--- config.mk ---
export PLATFORM = sky130hd
export DESIGN_NAME = tccw_fifo
export DESIGN_NICKNAME = d
export VERILOG_FILES = /design/src/rtl/tccw_fifo.sv
export SDC_FILE = /design/constraint.sdc
export NUM_CORES = 1
export LEC_CHECK = 0
export ABC_AREA = 1
export BUFFER_PORTS_ARGS = -buffer_cell sky130_fd_sc_hd__buf_2
export CAP_MARGIN = 10
export CORE_MARGIN = 3
export CORE_UTILIZATION = 49
export DETAILED_ROUTE_END_ITERATION = 16
export GPL_TIMING_DRIVEN = 1
export PLACE_DENSITY = 0.84
export SYNTH_ARGS = -nofsm -noshare
export SYNTH_HDL_FRONTEND = slang
export SYNTH_SLANG_ARGS = --single-unit
--- constraint.sdc ---
create_clock -name clk_i -period 1.6 [get_ports clk_i]
set_clock_uncertainty 0.15 [all_clocks]
set_input_delay 0.16 -clock clk_i [delete_from_list [all_inputs] [get_ports clk_i]]
set_output_delay 0.16 -clock clk_i [all_outputs]
set_load 0.005 [all_outputs]
--- src/rtl/tccw_fifo.sv ---
// Small synchronous FIFO used for the command queue and the result queue.
// Depends on nothing.
module tccw_fifo #(
  parameter int unsigned Width = 8,
  parameter int unsigned Depth = 2
) (
  input  logic             clk_i,
  input  logic             rst_ni,
  input  logic             push_i,
  input  logic [Width-1:0] data_i,
  output logic             full_o,
  input  logic             pop_i,
  output logic [Width-1:0] data_o,
  output logic             empty_o
);

  localparam int unsigned PW = (Depth > 1) ? $clog2(Depth) : 1;
  localparam int unsigned NW = $clog2(Depth + 1);

  logic [Width-1:0] store_q [Depth];
  logic [PW-1:0]    wr_ptr_q, wr_ptr_d;
  logic [PW-1:0]    rd_ptr_q, rd_ptr_d;
  logic [NW-1:0]    count_q, count_d;
  logic             do_push, do_pop;

  assign full_o  = (count_q == NW'(Depth));
  assign empty_o = (count_q == '0);
  assign do_push = push_i && !full_o;
  assign do_pop  = pop_i && !empty_o;
  assign data_o  = store_q[rd_ptr_q];

  always_comb begin
    wr_ptr_d = wr_ptr_q;
    rd_ptr_d = rd_ptr_q;
    count_d  = count_q;
    if (do_push) begin
      wr_ptr_d = (wr_ptr_q == PW'(Depth - 1)) ? '0 : wr_ptr_q + 1'b1;
    end
    if (do_pop) begin
      rd_ptr_d = (rd_ptr_q == PW'(Depth - 1)) ? '0 : rd_ptr_q + 1'b1;
    end
    if (do_push && !do_pop) begin
      count_d = count_q + 1'b1;
    end else if (do_pop && !do_push) begin
      count_d = count_q - 1'b1;
    end
  end

  always_ff @(posedge clk_i or negedge rst_ni) begin
    if (!rst_ni) begin
      wr_ptr_q <= '0;
      rd_ptr_q <= '0;
      count_q  <= '0;
    end else begin
      wr_ptr_q <= wr_ptr_d;
      rd_ptr_q <= rd_ptr_d;
      count_q  <= count_d;
    end
  end

  always_ff @(posedge clk_i) begin
    if (do_push) begin
      store_q[wr_ptr_q] <= data_i;
    end
  end

endmodule

==> results of run 1 <==
[state kept, by name (all words and copies together), names as in the netlist]
register / count
wr_ptr_q: 1
rd_ptr_q: 1
store_q: 16
count_q: 2
[routing by layer]
metal,vias to the layer above,share of wire,track usage
met1,291,0.38,0.1855
met3,4,0.040,0.02344
met4,0,0.015,0.08287
met2,17,0.56,0.3489
li1,308,-,-
met5,-,0,0
[critical path: cells and delay by family, from the launching register on]
family / cells / cell delay, ns
AO/OA/AOI/OAI: 1 / 0.20
buffers and inverters: 2 / 0.23
adder cells (fa/ha/maj): 1 / 0.30
AND/OR/NAND/NOR: 3 / 0.20
flip-flops: 1 / 0.39
[how the worst max path moves through the flow]
stage	to	slack, ns	depth (start not counted)	startpoint
3_3_place_gp	count_q[1]$_DFFE_PN0P_	0.04	7	count_q[1]$_DFFE_PN0P_
3_5_place_dp	count_q[1]$_DFFE_PN0P_	-0.06	7	count_q[1]$_DFFE_PN0P_
2_1_floorplan	store_q[1][0]$_DFFE_PP_	0.13	3	count_q[1]$_DFFE_PN0P_
5_1_grt	count_q[1]$_DFFE_PN0P_	-0.06	7	count_q[1]$_DFFE_PN0P_
4_1_cts	data_o[3]	0.006	4	rd_ptr_q$_DFFE_PN0P_
6_report	count_q[1]$_DFFE_PN0P_	0.02	7	count_q[1]$_DFFE_PN0P_
[layout by cell type (no fill, tap or decap)]
cell type	n
buf_2	21
buf_4	3
bufinv_16	1
clkbuf_4	3
clkinvlp_4	1
dfrtp_1	3
dfrtp_2	1
dlygate4sd3_1	10
edfxtp_1	16
ha_1	1
inv_1	6
inv_2	1
nand2_1	33
nand3_1	1
nand3b_1	1
nand4_1	1
nor2_1	1
nor2_2	1
nor2_4	2
o21ai_0	1
o21ai_1	1
xnor2_1	1
[layout make-up]
cell class | count | share of cell area
Inverter | 8 | 0.03010
Clock inverter | 1 | 0.02676
Timing Repair Buffer | 34 | 0.2029
Sequential cell | 20 | 0.5184
Tap cell | 16 | 0.01784
Clock buffer | 3 | 0.02007
Multi-Input combinational cell | 44 | 0.1839
[power groups by stage]
stage | clock, uW | combinational (uW) | sequential, uW
after floorplan | 0 | 390 | 785
after global placement | 0 | 606 | 814
after detailed placement | 0 | 645 | 827
after CTS | 414 | 675 | 816
after global routing | 431 | 775 | 838
final | 410 | 695 | 823
[metrics by stage]
stage / instance area [sq um] / setup slack, ns / setup TNS [ns]
2_1_floorplan: 809.5 / 0.1284 / 0
5_1_grt: 1122 / -0.05618 / -0.05618
3_3_place_gp: 952.2 / 0.04404 / 0
4_1_cts: 1107 / 0.006487 / 0
3_5_place_dp: 952.2 / -0.05811 / -0.3052
6_report: 1122 / 0.02113 / 0
[cells by family (layout without fill, tap and decap cells)]
family / after synthesis / after routing / share of synthesized area
simple gates: 40 / 40 / 0.2009
buf+inv: 9 / 46 / 0.04327
fa+ha+maj: 1 / 1 / 0.01545
compound gates: 2 / 2 / 0.01237
flops: 20 / 20 / 0.7172
xor+xnor: 1 / 1 / 0.01082
[timing repair]
action,in CTS,in global routing
hold buffers,10,0
cloned,0,0
endpoints found under the setup margin,9,17
resized for setup,2,4
endpoints found under the hold margin,21,0
==> impl_metrics.ini, run 1 <==
[synth]
synth-main-ff-cell = edfxtp_1
synth_cells = 73
synth_warnings = 0
syn_nets = 86
syn_avg_cell_area_sq_um = 11.09
synth-edff-count = 16
synth.cell_area_sq_um = 809.5
synth_area_leader_cell = edfxtp_1
async_flop_share = 0.2000
synthMostInstantiatedCell = nand2_1
synth_area_leaders = edfxtp_1, nand2_1, dfrtp_1, inv_1, ha_1
yosysSeqAreaShare = 0.7172
synth-seq-cells = 20
synth_commonest_cells = nand2_1, edfxtp_1, inv_1
yosysUniqueCellTypes = 14
synth_top_area_share = 0.5935

[clock_tree]
clock_path_buffers = 2
cts_tree = done
cts_inserted_buffers = 3
cts_setup_buffers = 0
clock_latency_ns = 0.30
cts_root_buf = clkbuf_4
clk_pin_slew_ns = 0.12
htreeDepth = 1
clock_sinks = 20

[setup_path]
worstReg2RegEnd = count_q[1]$_DFFE_PN0P_
crit_required_ns = 1.64
slowest_stage = dfrtp_1
crit_type = reg2reg
r2r_cells = 7
cp_cell_sequence = buf_4 -> o21ai_1 -> ha_1 -> inv_1 -> nand3_1 -> nand2_1 -> nand2_1
regToRegStartpoint = count_q[1]$_DFFE_PN0P_
r2r_slack_ns = 0.02
arrival_ns = 1.62
cpPeakStageDelay_ns = 0.39
cp_common_cell = nand2_1
end_kind = flop
cp-start-kind = flop
critPathMaxFanout = 3

[finish]
seqCellArea_sq_um = 581.8
final_util = 0.7365
fin_cells = 126
multiInputGateArea_sq_um = 206.4
nNetsFinal = 124
diodes = 0
nFillCells = 101
drive_above_1_share = 0.3091
syn_to_final_growth_pct = 38.64

[place]
dpl.cell_count = 112
port_buffers = 21
dp_hpwl_microns = 1197
routabilityCongestion = 0.7393

[sta]
holdWs_ns = 0.02521
slew_headroom = 0.6940
hold_violations = 0
tightest_slew_ns = 0.4542
min_period_ns = 1.579
max_freq_ghz = 0.6334
setup_viol = 0
maxSlewViolCount = 0
post-route-period-util = 0.9868
grt_setup_unrepaired = yes

[grt]
grt_overflow = 0
grt_max_degree = 13
grtUsageTotal = 0.1798
grt_pass1_vias = 632
antenna_found_initial = 0
grt_pass1_wl_microns = 2615

[power]
powerDensity_mw_per_mm2 = 1718
p_sw_uw = 644.4
pwr-share-seq = 0.427
p_clk_frac = 0.213
total_power_uw = 1928
comb_power_share = 0.361
internal-power_uw = 1283
p_sw_frac = 0.3343
worst_ir_drop_vdd_mv = 1.138
p_leak_uw = 0.0005210

[detailed_routing]
routed_wl_microns = 1715
drtIter0Drc = 10
postRouteAntennaNets = 0
viasPerCell = 4.921
num_vias = 620
wl_per_cell_microns = 13.61
firstDrtPassIters = 4
drc_errors = 0

[floorplanning]
die_width_microns = 46.65
pin_count = 22
start_util = 0.5312
die_y_microns = 46.65
die-area_sq_mm = 0.002176
num_rows = 14
core_region_area_sq_mm = 0.001524

[run]
drv_cap = 0

[min_path]
worstHoldPathType = in2async

[status]
status = finished clean
(Power assumes the default switching activity.)
==> run 2: changes to the inputs <==
- CORE_UTILIZATION: 49 -> 52
- CTS_BUF_LIST: unset -> sky130_fd_sc_hd__clkbuf_8
- PLACE_DENSITY: 0.84 -> 0.88
==> run 2 against run 1 <==
  * Count of clock-buffer cells in the layout unchanged
  * Sequential share of layout area decreased by 0.51 points
  * Maximum frequency decreased by 0.71%
  * Global-route usage increased by 1.9 points
  * Via count increased by 2.3%
  * Clock power increased by 22%
  * Hold slack improved by 0.0080 ns
  * Utilization increased by 8.3 points
  * Register-to-register slack about the same
  * Largest cell class unchanged
  * Largest power group unchanged
==> impl_metrics.ini, run 2 (synthesis gave the netlist of run 1 again) <==
[detailed_routing]
drtIter0Drc = 23
viasPerCell = 5.113
wl_per_cell_microns = 15.33
firstDrtPassIters = 4
postRouteAntennaNets = 0
drc_errors = 0
routed_wl_microns = 1901
num_vias = 634

[setup_path]
end_kind = flop
critPathMaxFanout = 2
cp-start-kind = flop
critical-path-top-delay-family = flip-flops
crit_type = reg2reg
crit_required_ns = 1.59
slowest_stage = dfrtp_1
crit_buf_inv = 3
r2r_slack_ns = 0.01
arrival_ns = 1.58
cpPeakStageDelay_ns = 0.37
cp_cell_sequence = inv_1 -> buf_4 -> nor2_4 -> nor2_2 -> ha_1 -> inv_2 -> nand3_1 -> nand2_1 -> nand2_1
cp_common_cell = nand2_1
worstReg2RegEnd = count_q[1]$_DFFE_PN0P_
r2r_cells = 9
regToRegStartpoint = count_q[1]$_DFFE_PN0P_

[clock_tree]
cts_root_buf = clkbuf_8
cts_setup_buffers = 0
clock_path_buffers = 2
clk_pin_slew_ns = 0.07
clock_latency_ns = 0.26
cts_inserted_buffers = 3
htreeDepth = 1
cts_tree = done
clock_sinks = 20

[finish]
fin_cells = 124
largest_register_ffs = 16
syn_to_final_growth_pct = 40.03
final_design_area_no_fill_sq_mm = 0.001134
layout_common_cells = nand2_1, buf_2, edfxtp_1
diodes = 0
reg.largest.list = store_q: 16 flops, count_q: 2 flops
drive_above_1_share = 0.3303
layout_commonest_cell = nand2_1
nNetsFinal = 123
regMostFlops = store_q

[grt]
grt_max_degree = 13
grtUsageTotal = 0.1990
grt_overflow = 0
grt_pass1_wl_microns = 2760
grt_pass1_vias = 650
antenna_found_initial = 0

[sta]
tightest_slew_ns = 0.4809
min_period_ns = 1.590
max_freq_ghz = 0.6288
hold_violations = 0
post-route-period-util = 0.9939
fin_tns_setup_ns = 0
grt_setup_unrepaired = yes
setup_slack_ns = 0.009766
slew_headroom = 0.6760
holdWs_ns = 0.03322
maxSlewViolCount = 0
setup_viol = 0

[floorplanning]
start_util = 0.5855
num_rows = 13
die-area_sq_mm = 0.002066
core_region_area_sq_mm = 0.001383
die_width_microns = 45.46
pin_count = 22
die_y_microns = 45.46

[power]
internal-power_uw = 1367
p_sw_uw = 693.1
worst_ir_drop_vdd_mv = 1.480
comb_power_share = 0.354
p_sw_frac = 0.3365
p_leak_uw = 0.0005244
p_clk_frac = 0.242
powerDensity_mw_per_mm2 = 1817
pwr-share-seq = 0.403

[place]
port_buffers = 21
post-place-ws_ns = -0.07581
placed_area_sq_um = 950.9
routabilityCongestion = 0.7150
dp_hpwl_microns = 1104
dpl.cell_count = 111

[min_path]
hold_start = pop_i
worstHoldPathType = in2reg
holdPathStages = 3
whs_endpoint = rd_ptr_q$_DFFE_PN0P_

[status]
status = finished clean

[run]
drv_cap = 0
[run 2: through the flow]
| stage | total power, uW | utilization |
|---|---|---|
| 6_report | 2060 | 0.8199 |
| 5_1_grt | 2175 | 0.8199 |
| 4_1_cts | 1991 | 0.8063 |
| 3_5_place_dp | 1462 | 0.6878 |
| 3_3_place_gp | 1421 | 0.6878 |
| 2_1_floorplan | 1174 | - |
[run 2: cell type report]
class,count,area [sq um]
tap,15,18.77
sequential,20,581.8
multi-input combinational,44,210.2
fill,70,249.0
clock inverter,1,30.03
timing repair buffer,33,217.7
clock buffer,3,41.29
inverter,8,33.78
[run 2: per-layer routing]
layer  track usage  vias to the layer above  part of all wire
li1              -                      310                 -
met1        0.2037                      293              0.39
met2        0.3565                       24              0.54
met3       0.04348                        7             0.053
met4        0.1287                        0             0.024
met5             0                        -                 0
[run 2: power groups by stage]
stage / Clock, uW / Combinational, uW / Sequential (uW)
final: 499 / 730 / 831
after global routing: 530 / 803 / 842
after CTS: 507 / 670 / 814
after detailed placement: 0 / 638 / 824
after global placement: 0 / 611 / 810
after floorplan: 0 / 390 / 785
[run 2: worst max path at each step]
stage | depth (start not counted) | endpoint | slack, ns | start
finish | 9 | count_q[1]$_DFFE_PN0P_ | 0.01 | count_q[1]$_DFFE_PN0P_
global route | 9 | count_q[1]$_DFFE_PN0P_ | -0.08 | count_q[1]$_DFFE_PN0P_
CTS | 9 | count_q[1]$_DFFE_PN0P_ | 0.01 | count_q[1]$_DFFE_PN0P_
global placement | 7 | count_q[1]$_DFFE_PN0P_ | 0.05 | count_q[1]$_DFFE_PN0P_
floorplan | 3 | store_q[1][0]$_DFFE_PP_ | 0.13 | count_q[1]$_DFFE_PN0P_
detailed placement | 3 | store_q[1][2]$_DFFE_PP_ | -0.08 | count_q[1]$_DFFE_PN0P_
[run 2: repair_timing]
action / 4_1_cts / 5_1_grt
hold endpoints to repair: 20 / 0
hold buffers: 9 / 0
setup endpoints to repair: 9 / 15
gates resized for setup: 2 / 6
[run 2: worst register-to-register path, cell delays in order, from the launching register on]
cell	delay [ns]
dfrtp_1	0.37
inv_1	0.07
buf_4	0.14
nor2_4	0.09
nor2_2	0.05
ha_1	0.31
inv_2	0.07
nand3_1	0.08
nand2_1	0.07
nand2_1	0.07
==> run 3: changes to the inputs <==
- PLACE_DENSITY: 0.88 -> 0.79
==> run 3 against run 2 <==
  * Sequential share of layout area is 1.2 points higher
  * Register-to-register slack better by 0.07 ns
  * Clock power is 2% lower
  * Critical path depth is 2 lower
  * First-iteration DRC count is 43% lower
  * Critical endpoint unchanged
  * Highest routed layer unchanged
==> impl_metrics.ini, run 3 (synthesis gave the netlist of run 1 again) <==
[status]
status = finished clean

[clock_tree]
cts_root_buf = clkbuf_8
clock_latency_ns = 0.25
htreeDepth = 1
clock_sinks = 20
cts_inserted_buffers = 3
cts_setup_buffers = 0
clock_path_buffers = 2
cts_tree = done
clk_pin_slew_ns = 0.07

[finish]
layout_commonest_cell = nand2_1
layout_common_cells = nand2_1, buf_2, edfxtp_1
nFillCells = 83
regMostFlops = store_q
reg.largest.list = store_q: 16 flops, count_q: 2 flops
drive_above_1_share = 0.2963
seqCellArea_sq_um = 581.8
final_util = 0.8018
diodes = 0
nNetsFinal = 122
syn_to_final_growth_pct = 36.94
multiInputGateArea_sq_um = 196.4
largest_register_ffs = 16
final_design_area_no_fill_sq_mm = 0.001109

[power]
p_sw_uw = 603.6
powerDensity_mw_per_mm2 = 1749
p_sw_frac = 0.3112
p_clk_frac = 0.253
total_power_uw = 1939
comb_power_share = 0.327
p_leak_uw = 0.0005265
worst_ir_drop_vdd_mv = 1.262
internal-power_uw = 1336
pwr-share-seq = 0.420

[setup_path]
slowest_stage = dfrtp_1
critPathMaxFanout = 3
crit_required_ns = 1.60
crit_type = reg2reg
arrival_ns = 1.52
cp_cell_sequence = buf_4 -> o21ai_1 -> ha_1 -> inv_1 -> nand3_1 -> nand2_1 -> nand2_1
cp_common_cell = nand2_1
cp-start-kind = flop
end_kind = flop
cpPeakStageDelay_ns = 0.38

[floorplanning]
start_util = 0.5855
core_region_area_sq_mm = 0.001383
num_rows = 13
pin_count = 22
die_width_microns = 45.46
die-area_sq_mm = 0.002066
die_y_microns = 45.46

[run]
drv_cap = 0

[place]
placed_area_sq_um = 943.4
post-place-ws_ns = -0.009481
dp_hpwl_microns = 1093
routabilityCongestion = 0.7383
port_buffers = 21

[grt]
grt_pass1_wl_microns = 2511
grt_pass1_vias = 570
grt_overflow = 0
grtUsageTotal = 0.1776
antenna_found_initial = 0
grt_max_degree = 13

[detailed_routing]
firstDrtPassIters = 4
wl_per_cell_microns = 12.68
drc_errors = 0
drtIter0Drc = 13
postRouteAntennaNets = 0
routed_wl_microns = 1560
num_vias = 601
viasPerCell = 4.886

[sta]
post-route-period-util = 0.9514
hold_violations = 0
setup_slack_ns = 0.07769
max_freq_ghz = 0.6569
tightest_slew_ns = 0.4079
slew_headroom = 0.7278
setup_viol = 0
min_period_ns = 1.522
maxSlewViolCount = 0
holdWs_ns = 0.01096
grt_setup_unrepaired = no

[min_path]
worstHoldPathType = in2reg
==> run 3: cell types whose count changed in the layout (fill, tap and decap cells not counted) <==
cell        change
o21ai_1         +1
buf_4           -1
clkinvlp_4      -1
inv_2           -1
nor2_4          -2
nor2_2          +2
inv_1           +2
o21ai_2         -1
==> run 3: final timing paths <==
kind / startpoint / to / slack, ns / cells after the start
worst min-delay path: pop_i / rd_ptr_q$_DFFE_PN0P_ / 0.01 / 3
max in group asynchronous: rst_ni / rd_ptr_q$_DFFE_PN0P_ / 1.08 / 2
worst min register to register: wr_ptr_q$_DFFE_PN0N_ / wr_ptr_q$_DFFE_PN0N_ / 0.35 / 2
worst max register to register: count_q[1]$_DFFE_PN0P_ / count_q[1]$_DFFE_PN0P_ / 0.08 / 7
min in group asynchronous: rst_ni / wr_ptr_q$_DFFE_PN0N_ / 0.08 / 2
worst max-delay path: count_q[1]$_DFFE_PN0P_ / count_q[1]$_DFFE_PN0P_ / 0.08 / 7
==> run 3: stage by stage <==
step           setup TNS, ns  std cells
2_1_floorplan              0         73
3_3_place_gp               0        110
3_5_place_dp        -0.07507        110
4_1_cts                    0        123
5_1_grt                    0        123
6_report                   0        123
==> run 3: routing by layer <==
| metal | up-vias | track usage | wire [microns] |
|---|---|---|---|
| met2 | 17 | 0.3064 | 824 |
| met5 | - | 0 | 0 |
| met3 | 4 | 0.03953 | 80 |
| met1 | 276 | 0.2128 | 640 |
| li1 | 304 | - | - |
| met4 | 0 | 0.07018 | 14 |
==> run 3: repair_timing <==
item	in CTS	in global routing
hold buffers	9	0
setup endpoints to repair	9	8
gates resized for setup	2	1
endpoints found under the hold margin	20	0
==> run 3: worst max-delay path: cells and delay by family, from the launching register on <==
kind	cells	cell delay [ns]
and+or+nand+nor	3	0.19
AOI/OAI and AO/OA	1	0.20
buffers and inverters	2	0.23
adders and majority gates	1	0.28
DFF	1	0.38
==> run 3: final cells by class <==
type / instances / area share
Clock buffer: 3 / 0.03725
Sequential cell: 20 / 0.5248
Clock inverter: 1 / 0.02709
Tap cell: 15 / 0.01693
Inverter: 8 / 0.02709
Multi-Input combinational cell: 44 / 0.1772
Timing Repair Buffer: 32 / 0.1896
==> run 3: power groups by stage <==
stage	Combinational (uW)	Clock [uW]	Sequential [uW]
finish	634	491	815
global route	723	523	834
CTS	640	498	812
detailed placement	612	0	823
global placement	589	0	814
floorplan	390	0	785
